[src/pcx_pkg.sv]
package pcx_pkg;

  localparam int unsigned ByteW  = 8;
  localparam int unsigned CountW = 6;
  localparam int unsigned ImageW = 32;
  // Entries in the command queue between the front and back ends.
  localparam int unsigned QueueDepth = 2;

  // A byte at or above this value is a run marker in run-length mode.
  localparam logic [ByteW-1:0]  MARKER_MIN = 8'hC0;
  // Low bits of a marker that carry the repeat count.
  localparam logic [ByteW-1:0]  COUNT_MASK = 8'h3F;

  // Configuration register indexes.
  typedef enum logic [0:0] {
    REG_IMAGE_BYTES = 1'b0,
    REG_RLE_ENABLE  = 1'b1
  } pcx_reg_t;

  // One decode command: repeat a byte count times, and flag the final copy
  // when the command completes the image.
  typedef struct packed {
    logic [ByteW-1:0]  data;
    logic [CountW-1:0] count;
    logic              ends_image;
  } pcx_cmd_t;

  // Handshake between the command queue and the back end.
  typedef struct packed {
    logic     valid;
    pcx_cmd_t cmd;
  } pcx_q_out_t;

endpackage

[src/pcx_in_if.sv]
interface pcx_in_if;
  logic                     valid;
  logic                     ready;
  logic [pcx_pkg::ByteW-1:0] in_byte;

  modport source (output valid, output in_byte, input ready);
  modport sink (input valid, input in_byte, output ready);
endinterface

[src/pcx_out_if.sv]
interface pcx_out_if;
  logic                     valid;
  logic                     ready;
  logic [pcx_pkg::ByteW-1:0] out_byte;
  logic                     out_last;

  modport source (output valid, output out_byte, output out_last, input ready);
  modport sink (input valid, input out_byte, input out_last, output ready);
endinterface

[src/pcx_cfg_if.sv]
interface pcx_cfg_if;
  logic                      valid;
  logic                      ready;
  pcx_pkg::pcx_reg_t         index;
  logic [pcx_pkg::ImageW-1:0] data;

  modport source (output valid, output index, output data, input ready);
  modport sink (input valid, input index, input data, output ready);
endinterface

[src/pcx_front.sv]
module pcx_front (
  input  logic                       clk,
  input  logic                       rst_n,
  input  logic [pcx_pkg::ImageW-1:0] image_bytes,
  input  logic                       rle_enable,
  input  logic                       in_valid,
  input  logic [pcx_pkg::ByteW-1:0]  in_byte,
  output logic                       in_ready,
  input  logic                       q_full,
  output logic                       push,
  output pcx_pkg::pcx_cmd_t          cmd
);

  logic                        pending_r, pending_nxt;
  logic [pcx_pkg::CountW-1:0]  run_r, run_nxt;
  logic [pcx_pkg::ImageW-1:0]  emit_cnt_r, emit_cnt_nxt;

  logic                        accept;
  logic                        done;
  logic [pcx_pkg::ImageW-1:0]  remaining;
  logic [pcx_pkg::ImageW-1:0]  run_wide;
  logic [pcx_pkg::CountW-1:0]  cnt;
  logic [pcx_pkg::ByteW-1:0]   masked;

  assign in_ready  = !q_full;
  assign accept    = in_valid && in_ready;
  assign done      = (emit_cnt_r >= image_bytes);
  assign remaining = image_bytes - emit_cnt_r;
  assign run_wide  = {{(pcx_pkg::ImageW-pcx_pkg::CountW){1'b0}}, run_r};
  assign masked    = in_byte & pcx_pkg::COUNT_MASK;

  always_comb begin
    pending_nxt = pending_r;
    run_nxt     = run_r;
    cnt         = '0;
    if (accept && !done) begin
      if (!rle_enable) begin
        pending_nxt = 1'b0;
        run_nxt     = '0;
        cnt         = pcx_pkg::CountW'(1);
      end else if (pending_r) begin
        pending_nxt = 1'b0;
        run_nxt     = '0;
        // Clip the run to the bytes still missing from the image.
        if (run_wide > remaining) begin
          cnt = remaining[pcx_pkg::CountW-1:0];
        end else begin
          cnt = run_r;
        end
      end else if (in_byte >= pcx_pkg::MARKER_MIN) begin
        pending_nxt = 1'b1;
        run_nxt     = masked[pcx_pkg::CountW-1:0];
      end else begin
        cnt = pcx_pkg::CountW'(1);
      end
    end
  end

  assign push           = (cnt != '0);
  assign cmd.data       = in_byte;
  assign cmd.count      = cnt;
  assign cmd.ends_image = ({{(pcx_pkg::ImageW-pcx_pkg::CountW){1'b0}}, cnt} == remaining);
  assign emit_cnt_nxt   = emit_cnt_r + {{(pcx_pkg::ImageW-pcx_pkg::CountW){1'b0}}, cnt};

  always_ff @(posedge clk) begin
    if (!rst_n) begin
      pending_r  <= 1'b0;
      run_r      <= '0;
      emit_cnt_r <= '0;
    end else begin
      pending_r  <= pending_nxt;
      run_r      <= run_nxt;
      emit_cnt_r <= emit_cnt_nxt;
    end
  end

  // Once the image is complete the front end must neither queue work nor move.
  a_no_push_when_done: assert property (@(posedge clk) disable iff (!rst_n)
    done |-> !push)
    else $error("command queued after image completion");

  a_count_tracks_push: assert property (@(posedge clk) disable iff (!rst_n)
    !push |=> $stable(emit_cnt_r))
    else $error("emitted count moved without a queued command");

endmodule

[src/pcx_queue.sv]
module pcx_queue (
  input  logic                clk,
  input  logic                rst_n,
  input  logic                push,
  input  pcx_pkg::pcx_cmd_t   push_cmd,
  output logic                full,
  input  logic                pop,
  output pcx_pkg::pcx_q_out_t head
);

  pcx_pkg::pcx_cmd_t mem_r [pcx_pkg::QueueDepth];
  logic              wr_ptr_r, wr_ptr_nxt;
  logic              rd_ptr_r, rd_ptr_nxt;
  logic [1:0]        fill_r, fill_nxt;

  assign full       = (fill_r == 2'(pcx_pkg::QueueDepth));
  assign head.valid = (fill_r != '0);
  assign head.cmd   = mem_r[rd_ptr_r];

  always_comb begin
    wr_ptr_nxt = push ? !wr_ptr_r : wr_ptr_r;
    rd_ptr_nxt = pop ? !rd_ptr_r : rd_ptr_r;
    fill_nxt   = fill_r + 2'(push) - 2'(pop);
  end

  always_ff @(posedge clk) begin
    if (push) begin
      mem_r[wr_ptr_r] <= push_cmd;
    end
  end

  always_ff @(posedge clk) begin
    if (!rst_n) begin
      wr_ptr_r <= 1'b0;
      rd_ptr_r <= 1'b0;
      fill_r   <= '0;
    end else begin
      wr_ptr_r <= wr_ptr_nxt;
      rd_ptr_r <= rd_ptr_nxt;
      fill_r   <= fill_nxt;
    end
  end

  a_no_overflow: assert property (@(posedge clk) disable iff (!rst_n)
    push |-> !full)
    else $error("command queue overflow");

endmodule

[src/pcx_back.sv]
module pcx_back (
  input  logic                      clk,
  input  logic                      rst_n,
  input  pcx_pkg::pcx_q_out_t       head,
  output logic                      pop,
  output logic                      out_valid,
  input  logic                      out_ready,
  output logic [pcx_pkg::ByteW-1:0] out_byte,
  output logic                      out_last
);

  logic                       busy_r, busy_nxt;
  logic [pcx_pkg::ByteW-1:0]  byte_r, byte_nxt;
  logic [pcx_pkg::CountW-1:0] left_r, left_nxt;
  logic                       ends_r, ends_nxt;
  logic                       fire;
  logic                       final_copy;

  assign fire       = busy_r && out_ready;
  assign final_copy = (left_r == pcx_pkg::CountW'(1));
  assign pop        = head.valid && (!busy_r || (fire && final_copy));

  always_comb begin
    busy_nxt = busy_r;
    byte_nxt = byte_r;
    left_nxt = left_r;
    ends_nxt = ends_r;
    if (pop) begin
      busy_nxt = 1'b1;
      byte_nxt = head.cmd.data;
      left_nxt = head.cmd.count;
      ends_nxt = head.cmd.ends_image;
    end else if (fire) begin
      if (final_copy) begin
        busy_nxt = 1'b0;
      end else begin
        left_nxt = left_r - pcx_pkg::CountW'(1);
      end
    end
  end

  assign out_valid = busy_r;
  assign out_byte  = byte_r;
  assign out_last  = ends_r && final_copy;

  always_ff @(posedge clk) begin
    if (!rst_n) begin
      busy_r <= 1'b0;
      left_r <= '0;
    end else begin
      busy_r <= busy_nxt;
      left_r <= left_nxt;
    end
  end

  always_ff @(posedge clk) begin
    byte_r <= byte_nxt;
    ends_r <= ends_nxt;
  end

  a_busy_has_count: assert property (@(posedge clk) disable iff (!rst_n)
    busy_r |-> (left_r != '0))
    else $error("active command with zero copies left");

endmodule

[src/pcx_rle_decoder_core.sv]
// A literal byte is written into the command queue when its request is accepted
// and then moved into the back-end registers that drive the output. Throughput:
// literals and raw bytes go one per cycle while the output is ready; a run takes two
// input requests (marker, data) and then emits one byte per cycle from the back end.
// A two-entry command queue lets the input keep flowing while a run drains.
// Reset (rst_n low, synchronous) clears the queue, the pending marker and the
// emitted count, sets image_bytes to 0 and rle_enable to 1.
module pcx_rle_decoder_core (
  input  logic         clk,
  input  logic         rst_n,
  pcx_in_if.sink       in_chan,
  pcx_out_if.source    out_chan,
  pcx_cfg_if.sink      cfg_chan
);

  // Configuration registers. Writes are always taken; the user must issue them
  // only while the decoder is idle; the block has no interlock to enforce this.
  logic [pcx_pkg::ImageW-1:0] image_bytes_r, image_bytes_nxt;
  logic                       rle_enable_r, rle_enable_nxt;

  logic                       q_full;
  logic                       push;
  pcx_pkg::pcx_cmd_t          push_cmd;
  logic                       pop;
  pcx_pkg::pcx_q_out_t        head;

  assign cfg_chan.ready = 1'b1;

  always_comb begin
    image_bytes_nxt = image_bytes_r;
    rle_enable_nxt  = rle_enable_r;
    if (cfg_chan.valid) begin
      unique case (cfg_chan.index)
        pcx_pkg::REG_IMAGE_BYTES: image_bytes_nxt = cfg_chan.data;
        pcx_pkg::REG_RLE_ENABLE:  rle_enable_nxt  = cfg_chan.data[0];
        default:                  image_bytes_nxt = image_bytes_r;
      endcase
    end
  end

  always_ff @(posedge clk) begin
    if (!rst_n) begin
      image_bytes_r <= '0;
      rle_enable_r  <= 1'b1;
    end else begin
      image_bytes_r <= image_bytes_nxt;
      rle_enable_r  <= rle_enable_nxt;
    end
  end

  // The front end classifies each request, tracks the pending run marker and
  // the running output count, and clips runs against the image size. It
  // queues one command per byte value to be emitted, with its repeat count.
  pcx_front u_front (
    .clk         (clk),
    .rst_n       (rst_n),
    .image_bytes (image_bytes_r),
    .rle_enable  (rle_enable_r),
    .in_valid    (in_chan.valid),
    .in_byte     (in_chan.in_byte),
    .in_ready    (in_chan.ready),
    .q_full      (q_full),
    .push        (push),
    .cmd         (push_cmd)
  );

  pcx_queue u_queue (
    .clk      (clk),
    .rst_n    (rst_n),
    .push     (push),
    .push_cmd (push_cmd),
    .full     (q_full),
    .pop      (pop),
    .head     (head)
  );

  // The back end holds the active command in registers that drive the output
  // directly, and emits one copy per accepted output request.
  pcx_back u_back (
    .clk       (clk),
    .rst_n     (rst_n),
    .head      (head),
    .pop       (pop),
    .out_valid (out_chan.valid),
    .out_ready (out_chan.ready),
    .out_byte  (out_chan.out_byte),
    .out_last  (out_chan.out_last)
  );

endmodule
[src/flat_wrapper.sv]
// flat-port wrapper written by rule: the top's interface ports become plain ports
module pcx_rle_decoder_core_flat 
  (clk, rst_n, in_chan_valid, in_chan_in_byte, in_chan_ready, out_chan_valid, out_chan_out_byte, out_chan_out_last, out_chan_ready, cfg_chan_valid, cfg_chan_index, cfg_chan_data, cfg_chan_ready);
  pcx_in_if in_chan_i ();
  pcx_out_if out_chan_i ();
  pcx_cfg_if cfg_chan_i ();
  input  logic clk;
  input  logic rst_n;
  input wire logic [$bits(in_chan_i.valid)-1:0] in_chan_valid;
  input wire logic [$bits(in_chan_i.in_byte)-1:0] in_chan_in_byte;
  output wire logic [$bits(in_chan_i.ready)-1:0] in_chan_ready;
  output wire logic [$bits(out_chan_i.valid)-1:0] out_chan_valid;
  output wire logic [$bits(out_chan_i.out_byte)-1:0] out_chan_out_byte;
  output wire logic [$bits(out_chan_i.out_last)-1:0] out_chan_out_last;
  input wire logic [$bits(out_chan_i.ready)-1:0] out_chan_ready;
  input wire logic [$bits(cfg_chan_i.valid)-1:0] cfg_chan_valid;
  input wire logic [$bits(cfg_chan_i.index)-1:0] cfg_chan_index;
  input wire logic [$bits(cfg_chan_i.data)-1:0] cfg_chan_data;
  output wire logic [$bits(cfg_chan_i.ready)-1:0] cfg_chan_ready;
  assign in_chan_i.valid = in_chan_valid;
  assign in_chan_i.in_byte = in_chan_in_byte;
  assign in_chan_ready = in_chan_i.ready;
  assign out_chan_valid = out_chan_i.valid;
  assign out_chan_out_byte = out_chan_i.out_byte;
  assign out_chan_out_last = out_chan_i.out_last;
  assign out_chan_i.ready = out_chan_ready;
  assign cfg_chan_i.valid = cfg_chan_valid;
  assign cfg_chan_i.index = cfg_chan_index;
  assign cfg_chan_i.data = cfg_chan_data;
  assign cfg_chan_ready = cfg_chan_i.ready;
  pcx_rle_decoder_core u_core (.clk(clk), .rst_n(rst_n), .in_chan(in_chan_i), .out_chan(out_chan_i), .cfg_chan(cfg_chan_i));
endmodule
[config.mk]
export PLATFORM = sky130hd
export DESIGN_NAME = pcx_rle_decoder_core_flat
export DESIGN_NICKNAME = d
export VERILOG_FILES = /design/src/pcx_pkg.sv /design/src/pcx_in_if.sv /design/src/pcx_out_if.sv /design/src/pcx_cfg_if.sv /design/src/pcx_front.sv /design/src/pcx_queue.sv /design/src/pcx_back.sv /design/src/pcx_rle_decoder_core.sv /design/src/flat_wrapper.sv
export SDC_FILE = /design/constraint.sdc
export NUM_CORES = 1
export LEC_CHECK = 0
export BUFFER_PORTS_ARGS = -buffer_cell sky130_fd_sc_hd__buf_4
export CORE_ASPECT_RATIO = 1.5
export CORE_MARGIN = 2
export CORE_UTILIZATION = 50
export CTS_CLUSTER_DIAMETER = 60
export DETAILED_ROUTE_END_ITERATION = 12
export GPL_TIMING_DRIVEN = 0
export PLACE_DENSITY = 0.74
export SYNTH_ARGS = -nofsm -noshare
export SYNTH_HDL_FRONTEND = slang
export SYNTH_HIERARCHICAL = 1
export SYNTH_SLANG_ARGS = --single-unit
[constraint.sdc]
create_clock -name clk -period 18.1 [get_ports clk]
set_input_delay 2.715 -clock clk [delete_from_list [all_inputs] [get_ports clk]]
set_output_delay 2.715 -clock clk [all_outputs]
set_load 0.01 [all_outputs]
# Yosys cells after proc, flatten, opt, wreduce, memory -nomap -nowiden
# Memory sizes are Yosys's and may differ from the RTL's. A register that Yosys moved wholly into a read port is not among the register bits.
# Cells that the tools add are included.
[totals]
reg_bits = 92
latch_bits = 0
ram_bits = 30
mem_bits_ro = 0
input_bits = 46
out_inout_bits = 12
elab_cells = 69
memories = 1
[memory_table]
columns = ["memory", "words", "width", "rd", "rd_ports_with_merged_regs", "write_ports", "line", "source"]
rows = [
  ["u_core.u_queue.mem_r", 2, 15, 1, 1, 1, "pcx_queue.sv:11", "pcx_pkg::pcx_cmd_t mem_r [pcx_pkg::QueueDepth];"],
]
[op_classes]
addsub = 5
mul = 0
div = 0
order_cmp = 3
n_eq_ne = 5
n_shift = 0
muxes = 21
bitwise = 1
reduce_logical = 21
[op_table]
columns = ["operator", "count"]
rows = [
  ["2-to-1 mux 6 bit", 10],
  ["adder 32 x 6 -> 32 bit", 1],
  ["== test 6 x 32 -> 1 bit", 1],
  [">= comparator 32 bit", 1],
  ["> comparator 6 x 32 -> 1 bit", 1],
  ["subtractor 32 bit", 1],
  ["2-to-1 mux 1 bit", 11],
  ["AND reduction 2 bit", 5],
  [">= comparator 8 bit, second input constant", 1],
  ["== test 6 x 1 -> 1 bit, second input constant", 1],
  ["logical AND 1 bit", 6],
  ["nonzero test 2 bit", 3],
  ["nonzero test 6 bit", 1],
  ["subtractor 6 x 1 -> 6 bit, second input constant", 1],
  ["logical NOT 1 bit", 5],
  ["!= test 3 bit, second input constant", 1],
  ["adder 2 x 1 -> 2 bit", 1],
  ["== test 2 bit, second input constant", 1],
  ["!= test 2 x 1 -> 1 bit, second input constant", 1],
  ["subtractor 2 x 1 -> 2 bit", 1],
  ["logical OR 1 bit", 1],
  ["inverter 1 bit", 1],
]

# Depth between registers and ports, before layout
[depth]
word_depth = 9
mapped_depth = 29
mapped_depth_nobuf = 29

# Hierarchy
# Netlist, hierarchy kept.
[modules_own_cells]
columns = ["module", "instances", "cells_per_inst", "area_each_um2", "seq_area_each_um2"]
rows = [
  ["pcx_front", 1, 644, 4653.2, 780.7],
  ["pcx_rle_decoder_core", 1, 146, 1373.8, 660.6],
  ["pcx_queue", 1, 68, 1366.3, 1001.0],
  ["pcx_back", 1, 72, 807.0, 410.4],
]

# Worst setup path after synthesis
# OpenSTA, ideal clock, no wires.
[synth_timing]
path_type = "in2reg"
from = "input in_chan_valid"
to = "register u_core/u_front/emit_cnt_r[30] in the netlist's numbering"
setup_time_ps = 115
t_arrival_ps = 6081
required_time_ps = 17985
slack_ps = 11904
path_stages = 15
path_buffers = 1
cell_sequence = "o211a_1 > o211ai_1 > or2_2 > clkbuf_1 > or2_1 > fa_1 > nor2b_1 > o21ai_0 > a21boi_0 > o21ai_0 > a2111oi_0 > and3_1 > nand4_1 > xnor2_1 > and2_1"
[synth_via]
elab_chain_cells = 4
[synth_rtl]
columns = ["item", "line", "source"]
rows = [
  ["start: declaration", "flat_wrapper.sv:9", "input wire logic [$bits(in_chan_i.valid)-1:0] in_chan_valid;"],
  ["logical AND 1 bit", "pcx_front.sv:26", "assign accept = in_valid && in_ready;"],
  ["logical AND 1 bit", "pcx_front.sv:36", "if (accept && !done) begin"],
  ["2-to-1 mux 6 bit", "pcx_front.sv:36", ""],
  ["adder 32 x 6 -> 32 bit", "pcx_front.sv:63", "assign emit_cnt_nxt = emit_cnt_r + {{(pcx_pkg::ImageW-pcx_pkg::CountW){1'b0}}, cnt};"],
  ["end signal: assignment", "pcx_front.sv:73", "emit_cnt_r <= emit_cnt_nxt;"],
  ["end: declaration", "pcx_front.sv:16", "logic [pcx_pkg::ImageW-1:0] emit_cnt_r, emit_cnt_nxt;"],
]
# Every way passes these cells.
# A chain may end at the register's enable or synchronous reset.

==> results.md <==
- CTS tree: built
- Worst slew pin tran: between 1000 and 1500 ps
- Core area: 16,100 um^2
- Leakage: a little under 0.004 uW
- # IOs: 58
- Flops & latches, synth: 123
- Grt total ovfl: 0
- Avg Inst Size Synth: 8.82 um^2
- Clk sinks: between 100 and 150
- # DRC: 0
- First-pass GRT wire length: 32,700 um
- Sequential share of the synthesized area: 0.348
- Antenna-violating nets left: 0
- Final setup margin: 10,890 ps
- Crit path time final: 7210 ps
- Root Driver: clkbuf_16
- Netlist cell types: 82
- Sw Ratio: 0.338
- DPL Wire Length: 15,200 um
- Status: finished, final reports clean
- Final Hold Viols: 0
- CP endpoint kind: register
- Worst-skew pair later-pin latency: 420 ps
- Post-placement worst setup slack: approximately 11,000 ps
- Clock Power Share: 0.348
- Antenna violations before repair: 0
- Critical path class: reg -> reg
- Post-synth ARST share: 0
- YS warnings: 6
- # diodes: 0
- WL/cell: roughly 16 um
- Share of cells above drive strength 1: 0.151
- Post-synthesis cell area: 8200 um^2
- Via count: 6,972
- Post-CTS Setup Bufs: 0
- Final core area utilization: 0.588
- Ys flop type: dfxtp_1
- Ratio of final minimum period to clock period: 0.398
- Max Clk Rate: 139 MHz
- Critical Path Start Type: register
- Cts hold-fix bufs: 0
- Fin nets: between 1,000 and 1,500
- Post-synth top area cell: dfxtp_1
- Worst-path maximum fanout: 7
- Post-synth top area share: 0.205
- Final Skew: 13.9 ps
- Syn-to-layout area delta: 15.7%
- Arr. time, crit path: 7530 ps
- Reg power frac: 0.335
- Initial core utilization: 0.509
- # resized after CTS: 0
- Unrepaired setup endpoints after global routing: false
- Max_slew headroom: 0.0664
- Height of the die: between 150 and 200 um
- Avg Vias per Cell: 5.69
- Top post-synthesis cells by area: dfxtp_1 (21%), edfxtp_1 (14%), ha_1 (7.3%)
- First-pass DRT Iterations: 5
- Psw: 335 uW
- Largest net degree at the start of global routing: 19
- DIE WIDTH: 109 um
- Max cap viols: 0
- Cts bufs inserted: 17
- Post-synthesis cell count: 930
- Internal: between 600 and 700 uW
- Final setup violation count: 0
- Reg clk slew, reported paths: 70 ps
- PwrDens: 105 nW/um^2
- Max rail drop VDD: 0.0000561 V
- DR iter-0 viols: 386
- Placer Congestion: about 0.96
- Fin area: 9480 um^2
- CTS H-tree lvls: 4
- Hold crit path type: reg -> reg
- WP data required: approximately 18,000 ps
- GRT Util Overall: 0.239
- Combinational group share of total power: 0.317
- IO buf count: 55
- Clock Tree Buf Depth: 2
- Cell Area, Placed: 8890 um^2
- Mapped Nets: 1,026
- Cell Rows: 57
- Number of synthesized flops with an enable pin: 39
- Final Max Tran Viols: 0
- Die ar.: 17,500 um^2
- Vias in the first global route: 6,956
- Post-Route WL: 19,900 um
- Final TNS setup: 0 ps
## path summary, 6_finish.rpt
check / slack (ps) / start / cells after the start / endpoint
worst max-delay path: 10890 / u_core/u_front/emit_cnt_r[28] / 26 / u_core/u_front/emit_cnt_r[30]
worst min-delay path: 460 / u_core/image_bytes_r[0] / 2 / u_core/image_bytes_r[0]
worst max register to register: 10890 / u_core/u_front/emit_cnt_r[28] / 26 / u_core/u_front/emit_cnt_r[30]
worst min register to register: 460 / u_core/image_bytes_r[0] / 2 / u_core/image_bytes_r[0]
## synth_stat cells, types with 26 or more instances
master,count
inv_1,66
and2_1,30
nand3_1,26
edfxtp_1,39
o21ai_0,40
a21oi_1,56
ha_1,48
nand2_1,128
xnor2_1,30
nor2_1,45
mux2i_1,42
dfxtp_1,84
## cells by family (layout without fill, tap and decap cells)
family / Yosys count / after routing / share of synthesized area
and+or+nand+nor: 331 / 331 / 0.204
AOI/OAI and AO/OA: 210 / 210 / 0.174
DFF: 123 / 123 / 0.348
buffers and inverters: 116 / 205 / 0.0708
muxes: 61 / 61 / 0.0819
adders and majority gates: 50 / 50 / 0.0781
xor gates and xnor gates: 38 / 38 / 0.0423
other: 1 / 1 / 0.000457
## metrics by stage
step,power (uW),cells,hold slack [ps]
floorplan,571,930,435
global placement,644,1191,445
detailed placement,650,1193,457
CTS,998,1225,466
global route,1050,1225,484
finish,993,1225,461
## sequential cells by signal (all words and copies together), names as in the netlist, 2 cells and up, named ones only
| name | count |
|---|---|
| u_core/image_bytes_r | 32 |
| u_core/u_back/left_r | 6 |
| u_core/u_back/out_byte | 8 |
| u_core/u_front/emit_cnt_r | 32 |
| u_core/u_front/run_r | 6 |
| u_core/u_queue/fill_r | 2 |
| u_core/u_queue/mem_r | 30 |
## metal layers
metal  part of all wire  track usage
met2               0.53        0.440
met5                  0            0
met4              0.047        0.125
met1               0.38        0.253
met3              0.038       0.0394
## placed cells by master, fill, tap and decap left out, types with 15 or more instances in the layout
master,instances
o21ai_0,40
nand4_1,18
nor2_1,45
nand2_1,128
and2_1,30
inv_1,66
dfxtp_1,84
buf_4,66
xnor2_1,30
ha_1,48
clkbuf_1,24
nand3_1,26
nor2b_1,18
a21oi_1,56
clkbuf_16,17
edfxtp_1,39
o21a_1,15
mux2i_1,42
## power by group through the flow
stage               registers (uW)  logic, uW  clock network [uW]
floorplan                      339        232                   0
global placement               338        306                   0
detailed placement             339        311                   0
CTS                            333        314                 351
global route                   336        347                 362
finish                         333        315                 345
## final cells by class
type	instances	area (um^2)
Buffer	50	333
Clock buffer	17	425
Clock inverter	15	170
Fill cell	1503	6630
Inverter	66	248
Multi-Input combinational cell	691	4770
Sequential cell	123	2850
Tap cell	206	258
Timing Repair Buffer	57	423
## critical path, stage by stage, from the launching register on
cell	delay (ps)
dfxtp_1	390
inv_1	60
ha_1	260
clkbuf_1	190
a21oi_1	290
a2bb2oi_1	290
o21ai_0	190
a221o_1	430
or4b_1	480
nor4_1	400
o2111ai_1	290
nor4_4	670
mux2i_1	190
nor2_1	270
ha_1	220
inv_1	60
fa_1	380
nor2b_1	170
o21ai_0	140
a21boi_0	250
o21ai_0	220
a2111oi_1	410
buf_2	260
and3_1	200
nand4_1	120
xnor2_1	140
and2_1	140
No activity file was read; power rests on OpenSTA's default activity.
